$ cat config.mk
export PLATFORM = sky130hd
export DESIGN_NAME = rgb_ycbcr_color_converter_unit
export DESIGN_NICKNAME = d
export VERILOG_FILES = /design/src/sv/rycc_pkg.sv /design/src/sv/rycc_operand_stage.sv /design/src/sv/rycc_mult_stage.sv /design/src/sv/rycc_sum_stage.sv /design/src/sv/rycc_round_sat.sv /design/src/sv/rgb_ycbcr_color_converter_unit.sv
export VERILOG_INCLUDE_DIRS = /design/src /design/src/sv
export SDC_FILE = /design/constraint.sdc
export NUM_CORES = 2
export LEC_CHECK = 0
export BUFFER_PORTS_ARGS = -buffer_cell sky130_fd_sc_hd__buf_4
export CAP_MARGIN = 5
export CORE_MARGIN = 3
export CORE_UTILIZATION = 55
export CTS_BUF_LIST = sky130_fd_sc_hd__clkbuf_8
export CTS_CLUSTER_SIZE = 8
export DETAILED_ROUTE_END_ITERATION = 16
export MAX_ROUTING_LAYER = met4
export PLACE_DENSITY_LB_ADDON = 0.15
export SYNTH_ARGS = -nofsm -noshare
export SYNTH_HDL_FRONTEND = slang
export SYNTH_SLANG_ARGS = --single-unit
$ cat constraint.sdc
create_clock -name clk_i -period 25.9 [get_ports clk_i]
set_clock_uncertainty 0.1 [all_clocks]
set_input_delay 2.59 -clock clk_i [delete_from_list [all_inputs] [get_ports clk_i]]
set_output_delay 2.59 -clock clk_i [all_outputs]
set_load 0.02 [all_outputs]
$ cat src/sv/assert_macros.svh
// Assertion macros used by the top level of the color converter.
`ifndef ASSERT_MACROS_SVH
`define ASSERT_MACROS_SVH

`ifndef SYNTHESIS
// Clocked check, disabled while reset is asserted.
`define ASSERT_RST(lbl, prop, msg) \
  lbl: assert property (@(posedge clk_i) disable iff (!rst_ni) (prop)) else $error(msg);
// Clocked check that also holds during reset.
`define ASSERT_ALWAYS(lbl, prop, msg) \
  lbl: assert property (@(posedge clk_i) (prop)) else $error(msg);
`else
`define ASSERT_RST(lbl, prop, msg)
`define ASSERT_ALWAYS(lbl, prop, msg)
`endif

`endif

$ cat src/sv/rycc_pkg.sv
// Package with types, coefficient tables and constants of the color converter.
`default_nettype none
package rycc_pkg;

  localparam int COEF_FRAC_BITS = 16;

  // Coefficient magnitude stays below 2, so F+2 signed bits hold it.
  localparam int CoefW = COEF_FRAC_BITS + 2;
  localparam int OpW   = 9;
  localparam int ProdW = CoefW + OpW;
  localparam int AccW  = COEF_FRAC_BITS + 12;
  localparam int NumComp = 3;

  typedef enum logic {
    DIR_FWD = 1'b0,
    DIR_REV = 1'b1
  } dir_e;

  typedef logic signed [OpW-1:0]   operand_t;
  typedef logic signed [CoefW-1:0] coef_t;
  typedef logic signed [ProdW-1:0] prod_t;
  typedef logic signed [AccW-1:0]  acc_t;

  typedef operand_t op_arr_t [NumComp];
  typedef prod_t    prod_row_t [NumComp];
  typedef prod_row_t prod_mat_t [NumComp];
  typedef acc_t     acc_arr_t [NumComp];
  typedef logic [7:0] pix_arr_t [NumComp];
  typedef coef_t    coef_row_t [NumComp];
  typedef coef_row_t coef_mat_t [NumComp];

  // Constant given in units of 1/10000, scaled by 2^F, rounded half up on magnitude.
  function automatic coef_t coef(input longint tt);
    longint mag;
    longint c;
    mag = (tt < 0) ? -tt : tt;
    c = ((mag <<< COEF_FRAC_BITS) + 64'sd5000) / 64'sd10000;
    return (tt < 0) ? coef_t'(-c) : coef_t'(c);
  endfunction

  localparam coef_t CoefOne  = coef_t'(longint'(1) <<< COEF_FRAC_BITS);
  localparam coef_t CoefZero = coef_t'(0);

  localparam coef_mat_t FwdCoef = '{
    '{coef(2990),  coef(5870),  coef(1140)},
    '{coef(-1687), coef(-3313), coef(5000)},
    '{coef(5000),  coef(-4187), coef(-813)}
  };

  // Reverse rows take Y through a unit coefficient.
  localparam coef_mat_t RevCoef = '{
    '{CoefOne, CoefZero,    coef(14020)},
    '{CoefOne, coef(-3441), coef(-7141)},
    '{CoefOne, coef(17720), CoefZero}
  };

  localparam acc_t ChromaOffset = acc_t'(longint'(128) <<< COEF_FRAC_BITS);
  localparam acc_t RoundHalf    = acc_t'(longint'(1) <<< (COEF_FRAC_BITS - 1));
  localparam acc_t PixMax       = acc_t'(255);

endpackage
`default_nettype wire

$ cat src/sv/rycc_operand_stage.sv
// First pipeline stage: register the pixel and form signed multiplier operands.
`default_nettype none
module rycc_operand_stage
  import rycc_pkg::*;
(
  input  wire logic     clk_i,
  input  wire logic     rst_ni,
  input  wire logic     advance_i,
  input  wire logic     valid_i,
  input  wire dir_e     dir_i,
  input  wire logic [7:0] comp_first_i,
  input  wire logic [7:0] comp_second_i,
  input  wire logic [7:0] comp_third_i,
  output logic          valid_o,
  output dir_e          dir_o,
  output op_arr_t       op_o
);

  logic    valid_q;
  dir_e    dir_q;
  op_arr_t op_q, op_d;

  always_comb begin
    op_d[0] = operand_t'({1'b0, comp_first_i});
    if (dir_i == DIR_REV) begin
      // Center chroma around zero.
      op_d[1] = operand_t'({1'b0, comp_second_i}) - operand_t'(128);
      op_d[2] = operand_t'({1'b0, comp_third_i}) - operand_t'(128);
    end else begin
      op_d[1] = operand_t'({1'b0, comp_second_i});
      op_d[2] = operand_t'({1'b0, comp_third_i});
    end
  end

  always_ff @(posedge clk_i or negedge rst_ni) begin
    if (!rst_ni) begin
      valid_q <= 1'b0;
    end else if (advance_i) begin
      valid_q <= valid_i;
    end
  end

  always_ff @(posedge clk_i) begin
    if (advance_i) begin
      dir_q <= dir_i;
      op_q  <= op_d;
    end
  end

  assign valid_o = valid_q;
  assign dir_o   = dir_q;
  assign op_o    = op_q;

endmodule
`default_nettype wire

$ cat src/sv/rycc_mult_stage.sv
// Second pipeline stage: nine coefficient products and the row offsets.
`default_nettype none
module rycc_mult_stage
  import rycc_pkg::*;
(
  input  wire logic    clk_i,
  input  wire logic    rst_ni,
  input  wire logic    advance_i,
  input  wire logic    valid_i,
  input  wire dir_e    dir_i,
  input  wire op_arr_t op_i,
  output logic         valid_o,
  output prod_mat_t    prod_o,
  output acc_arr_t     off_o
);

  logic      valid_q;
  prod_mat_t prod_q, prod_d;
  acc_arr_t  off_q, off_d;

  always_comb begin
    for (int r = 0; r < NumComp; r++) begin
      for (int k = 0; k < NumComp; k++) begin
        if (dir_i == DIR_REV) begin
          prod_d[r][k] = prod_t'(op_i[k]) * prod_t'(RevCoef[r][k]);
        end else begin
          prod_d[r][k] = prod_t'(op_i[k]) * prod_t'(FwdCoef[r][k]);
        end
      end
    end
    off_d[0] = acc_t'(0);
    off_d[1] = (dir_i == DIR_FWD) ? ChromaOffset : acc_t'(0);
    off_d[2] = (dir_i == DIR_FWD) ? ChromaOffset : acc_t'(0);
  end

  always_ff @(posedge clk_i or negedge rst_ni) begin
    if (!rst_ni) begin
      valid_q <= 1'b0;
    end else if (advance_i) begin
      valid_q <= valid_i;
    end
  end

  always_ff @(posedge clk_i) begin
    if (advance_i) begin
      prod_q <= prod_d;
      off_q  <= off_d;
    end
  end

  assign valid_o = valid_q;
  assign prod_o  = prod_q;
  assign off_o   = off_q;

endmodule
`default_nettype wire

$ cat src/sv/rycc_sum_stage.sv
// Third pipeline stage: add the three products and the offset of each row.
`default_nettype none
module rycc_sum_stage
  import rycc_pkg::*;
(
  input  wire logic      clk_i,
  input  wire logic      rst_ni,
  input  wire logic      advance_i,
  input  wire logic      valid_i,
  input  wire prod_mat_t prod_i,
  input  wire acc_arr_t  off_i,
  output logic           valid_o,
  output acc_arr_t       acc_o
);

  logic     valid_q;
  acc_arr_t acc_q, acc_d;

  always_comb begin
    for (int r = 0; r < NumComp; r++) begin
      acc_d[r] = acc_t'(prod_i[r][0]) + acc_t'(prod_i[r][1])
               + acc_t'(prod_i[r][2]) + off_i[r];
    end
  end

  always_ff @(posedge clk_i or negedge rst_ni) begin
    if (!rst_ni) begin
      valid_q <= 1'b0;
    end else if (advance_i) begin
      valid_q <= valid_i;
    end
  end

  always_ff @(posedge clk_i) begin
    if (advance_i) begin
      acc_q <= acc_d;
    end
  end

  assign valid_o = valid_q;
  assign acc_o   = acc_q;

endmodule
`default_nettype wire

$ cat src/sv/rycc_round_sat.sv
// Last pipeline stage: round, saturate to 0..255 and hold the output item.
`default_nettype none
module rycc_round_sat
  import rycc_pkg::*;
(
  input  wire logic     clk_i,
  input  wire logic     rst_ni,
  input  wire logic     advance_i,
  input  wire logic     valid_i,
  input  wire acc_arr_t acc_i,
  output logic          valid_o,
  output pix_arr_t      pix_o
);

  logic     valid_q;
  pix_arr_t pix_q, pix_d;
  acc_arr_t rnd;

  // A negative sum rounds to zero or below, so it always clamps to 0.
  always_comb begin
    for (int r = 0; r < NumComp; r++) begin
      rnd[r] = (acc_i[r] + RoundHalf) >>> COEF_FRAC_BITS;
      if (acc_i[r] < 0) begin
        pix_d[r] = 8'd0;
      end else if (rnd[r] > PixMax) begin
        pix_d[r] = 8'd255;
      end else begin
        pix_d[r] = rnd[r][7:0];
      end
    end
  end

  always_ff @(posedge clk_i or negedge rst_ni) begin
    if (!rst_ni) begin
      valid_q <= 1'b0;
    end else if (advance_i) begin
      valid_q <= valid_i;
    end
  end

  always_ff @(posedge clk_i) begin
    if (advance_i) begin
      pix_q <= pix_d;
    end
  end

  assign valid_o = valid_q;
  assign pix_o   = pix_q;

endmodule
`default_nettype wire

$ cat src/sv/rgb_ycbcr_color_converter_unit.sv
// Top level of the RGB / full-range YCbCr color converter pipeline.
//
// Usage:
//   Input channel (in_valid_i / in_ready_o) carries one pixel of three 8-bit
//   components; the output channel (out_valid_o / out_ready_i) returns one
//   converted pixel per input pixel, in order.
//   cfg_we_i writes cfg_wdata_i into the direction register: 0 converts
//   RGB to YCbCr (chroma offset 128), 1 converts YCbCr back to RGB. Write
//   it only while the pipeline is empty; each item samples it on entry.
//   Throughput: one pixel per clock unless the receiver stalls; four register stages (operands,
//   products, sums, round and saturate) all advance together.
//   Reset clears every stage valid bit and sets direction to RGB to YCbCr.
//   When the receiver stalls, the whole pipeline holds and in_ready_o
//   drops; while the output register is empty every stage advances,
//   so no item is lost or repeated.
`default_nettype none
`include "assert_macros.svh"
module rgb_ycbcr_color_converter_unit
  import rycc_pkg::*;
(
  input  wire logic       clk_i,
  input  wire logic       rst_ni,
  input  wire logic       cfg_we_i,
  input  wire logic       cfg_wdata_i,
  input  wire logic       in_valid_i,
  output logic            in_ready_o,
  input  wire logic [7:0] comp_first_i,
  input  wire logic [7:0] comp_second_i,
  input  wire logic [7:0] comp_third_i,
  output logic            out_valid_o,
  input  wire logic       out_ready_i,
  output logic [7:0]      out_first_o,
  output logic [7:0]      out_second_o,
  output logic [7:0]      out_third_o
);

  dir_e      dir_q;
  logic      advance;
  logic      s1_valid, s2_valid, s3_valid;
  dir_e      s1_dir;
  op_arr_t   s1_op;
  prod_mat_t s2_prod;
  acc_arr_t  s2_off;
  acc_arr_t  s3_acc;
  pix_arr_t  pix;

  // Direction register: only bit 0 of the written value exists.
  always_ff @(posedge clk_i or negedge rst_ni) begin
    if (!rst_ni) begin
      dir_q <= DIR_FWD;
    end else if (cfg_we_i) begin
      dir_q <= dir_e'(cfg_wdata_i);
    end
  end

  // Advance every stage when the output register is free or being taken.
  assign advance    = !out_valid_o || out_ready_i;
  assign in_ready_o = advance;

  rycc_operand_stage u_operand (
    .clk_i         (clk_i),
    .rst_ni        (rst_ni),
    .advance_i     (advance),
    .valid_i       (in_valid_i),
    .dir_i         (dir_q),
    .comp_first_i  (comp_first_i),
    .comp_second_i (comp_second_i),
    .comp_third_i  (comp_third_i),
    .valid_o       (s1_valid),
    .dir_o         (s1_dir),
    .op_o          (s1_op)
  );

  rycc_mult_stage u_mult (
    .clk_i     (clk_i),
    .rst_ni    (rst_ni),
    .advance_i (advance),
    .valid_i   (s1_valid),
    .dir_i     (s1_dir),
    .op_i      (s1_op),
    .valid_o   (s2_valid),
    .prod_o    (s2_prod),
    .off_o     (s2_off)
  );

  rycc_sum_stage u_sum (
    .clk_i     (clk_i),
    .rst_ni    (rst_ni),
    .advance_i (advance),
    .valid_i   (s2_valid),
    .prod_i    (s2_prod),
    .off_i     (s2_off),
    .valid_o   (s3_valid),
    .acc_o     (s3_acc)
  );

  rycc_round_sat u_round (
    .clk_i     (clk_i),
    .rst_ni    (rst_ni),
    .advance_i (advance),
    .valid_i   (s3_valid),
    .acc_i     (s3_acc),
    .valid_o   (out_valid_o),
    .pix_o     (pix)
  );

  assign out_first_o  = pix[0];
  assign out_second_o = pix[1];
  assign out_third_o  = pix[2];

  // An accepted item reaches the output when the receiver keeps ready.
  `ASSERT_RST(a_latency,
    (in_valid_i && in_ready_o) ##1 out_ready_i ##1 out_ready_i ##1 out_ready_i
      |=> out_valid_o,
    "accepted item did not reach the output in four cycles")

  // The first stage fills only through an input accept.
  `ASSERT_RST(a_s1_fill, $rose(s1_valid) |-> $past(in_valid_i && in_ready_o),
    "first stage became valid without an accepted item")

  // Reset empties the pipeline.
  `ASSERT_ALWAYS(a_reset_empty, !rst_ni |=> !out_valid_o || !$past(rst_ni, 3),
    "output valid too soon after reset")

endmodule
`default_nettype wire
==> impl_metrics.ini <==
[timing]
slew_viol_final = 0
fin_crit_sh_pct = 24.5
rsz0062_at_grt = no
fmax_mhz = 158
finalHoldViolations = 0
maxSlewHeadroom_pct = 19.5
setup_viol = 0
setup_tns_ns = 0
period_needed_ns = 6.34
tightest_slew_ns = 1.20

[logic_synthesis]
synth-seq-area-share_pct = 23.0
synth-edff-count = 287
ys_types = 86
synthCells = 3613
syn_area_sq_um = 38100
ys.flop_type = edfxtp_1
synth.area.mux_share_pct = 0.608
synth-xor-area-share_pct = 5.27
synth_simple_gate_area_share_pct = 8.07
synth_seq_cells = 292
synth_nets = 4806
synth-compound-area-share_pct = 11.2
async_flop_share_pct = 1.71
synth_fa_ha_area_share_pct = 45.6
postSynthAreaPerCell_sq_um = 10.5
synth_top_family_by_area = adder cells
yosysWarnings = 0

[die]
ios = 56
dieArea_sq_um = 72400
core_area_sq_um = 67900
die_h_um = 269
initial_core_util_pct = 56.1
die_w_um = 269
num_rows = 95

[clock_tree]
cts_sinks = 292
clk_latency_ns = 0.64
root_buffer = clkbuf_8
postCtsHoldBufs = 0
cts_tree = done
postCtsSetupRepairBufs = 0
path_clk_slew_ns = 0.06
htreeDepth = 2
cts-buffers-inserted = 52
cts_resized = 0
cts.path.max_buffers = 3

[setup_path]
cp_max_fo = 12
timing.rr.start = u_operand.op_o[10]
required_ns = 26.13
worstReg2RegEnd = u_mult.prod_o[53]
crit_chain = inv_1, ha_1, inv_1, ha_1, fa_1, inv_1, fa_1, fa_1, inv_1, fa_1, a211oi_1, nor2_1, o21a_1, o41ai_2, a21oi_1, a221oi_2, o21ai_1, a41oi_1, o21ai_1
worstSetupPathType = register to register
cp-end-kind = register
reg2reg_depth = 19
crit_slowest_cell = edfxtp_1
cp_slowest_stage_delay_ns = 0.74
start_kind = register
r2r_slack_ns = 19.56
arrival_ns = 6.57

[finish]
final_util_pct = 59.9
mostFrequentLayoutCell = ha_1
stdcell_count = 4665
syn_to_final_growth_pct = 6.80
final_cell_mix = 792 x ha_1, 623 x inv_1, 371 x fa_1, 287 x edfxtp_1, 199 x a21oi_1
fin_nets = 4897
design_area_sq_um = 40600
fill_cells = 5758
drive_gt1_share_pct = 5.67

[global_routing]
grt_max_degree = 157
first_global_vias = 25700
grtUsageTotal_pct = 27.8
grt_overflow_total = 0
antenna_found_initial = 10
grt_pass1_wl_mm = 147

[hold_path]
worstHoldStart = u_sum.valid_o
min_delay_path_depth = 1
hold_class = register to register
holdPathEnd = u_round.valid_o

[routing]
wirelength_mm = 94.9
ant_nets = 0
first_iter_violations = 1794
vias = 25900
first_pass_iters = 5
vias_per_cell = 5.55
wire_per_inst_um = 20.3
route.detailed.drc = 0

[placement]
place_inst = 4571
dpl_cell_area_sq_um = 39600
hpwl_mm = 79.6
globalplace.congestion = 0.990
io_buffers = 55

[flow_run]
cap_viol_max_count = 0

[status]
status = finished, final reports clean
==> metrics by stage <==
stage / hold slack, ns / setup WS, ns
after floorplan: 0.330 / 13.53
after global placement: 0.343 / 19.78
after detailed placement: 0.346 / 19.64
after CTS: 0.359 / 19.58
after global routing: 0.375 / 19.24
final: 0.359 / 19.56
==> per-layer routing <==
layer  part of all wire (%)  wire length [um]  vias to the layer above  track usage (%)
met5                      0                 0                        -                -
met4                    2.5              2390                        0             6.68
met3                    8.4              7970                      105             6.93
met2                     43             40500                      761             40.5
met1                     46             44000                    12300             39.1
li1                       -                 -                    12700                -
==> worst max path at each step <==
stage / slack, ns / endpoint / cells after the start / from
finish: 19.56 / u_mult.prod_o[53] / 19 / u_operand.op_o[10]
global route: 19.24 / u_mult.prod_o[53] / 19 / u_operand.op_o[10]
CTS: 19.58 / u_mult.prod_o[53] / 19 / u_operand.op_o[10]
detailed placement: 19.64 / u_mult.prod_o[53] / 19 / u_operand.op_o[10]
global placement: 19.78 / u_mult.prod_o[133] / 17 / u_operand.op_o[9]
floorplan: 13.53 / in_ready_o / 1 / out_ready_i
==> cell type report <==
class | instances | area [sq um] | area share, %
antenna | 2 | 5.00 | 0.0123
clock buffer | 56 | 771 | 1.90
clock inverter | 36 | 234 | 0.576
inverter | 606 | 2270 | 5.60
multi-input combinational | 2681 | 26900 | 66.2
sequential | 292 | 8740 | 21.5
tap | 921 | 1150 | 2.84
timing repair buffer | 71 | 546 | 1.34
==> cells in the mapped netlist (all sizes together) (7+ instances only) <==
library cell  count  area [sq um]
ha              792          9910
inv             606          2270
fa              371          7430
edfxtp          287          8620
a21oi           204          1040
nor2            199           754
o21ai           138           694
xnor2           131          1150
nand2           118           450
xor2             98           858
a21o             79           593
nor3             49           250
nor2b            46           290
nand3            42           210
o21a             40           300
and3             32           200
nand2b           28           175
a211oi           26           200
and2             26           163
clkbuf           25          93.8
or3              20           125
a31oi            19           119
o31ai            18           178
mux2             17           191
nand4            17           106
or2              14          87.6
a211o            13           114
o211ai           13           103
o21bai           13          97.6
nand3b           11          82.6
o41ai            11           134
a31o             10          87.6
buf               9          33.8
a21boi            7          52.6
==> state kept, by name, indices dropped and copies added (netlist names) <==
| register | cells |
|---|---|
| u_mult.prod_o | 196 |
| u_sum.acc_o | 39 |
| u_operand.op_o | 26 |
| u_round.pix_o | 24 |
| dir_q | 1 |
| u_mult.off_o | 1 |
| u_mult.valid_o | 1 |
| u_operand.dir_o | 1 |
| u_operand.valid_o | 1 |
| u_round.valid_o | 1 |
| u_sum.valid_o | 1 |
==> kinds of logic after synthesis <==
group | after synthesis
fa+ha+maj | 1163
compound gates | 644
buf+inv | 640
simple gates | 624
flops | 292
xor+xnor | 229
mux | 21
==> worst max-delay path, delay by kind of cell, from the launching register on <==
| family | cells | cell delay (ns) |
|---|---|---|
| and+or+nand+nor | 1 | 0.09 |
| AOI/OAI and AO/OA | 8 | 1.76 |
| DFF | 1 | 0.74 |
| adders and majority gates | 6 | 2.82 |
| buffers and inverters | 4 | 0.50 |
Power is left out: the tool's default activity adds up to more than one toggle a clock period on the data nets, which glitch-free logic cannot reach.
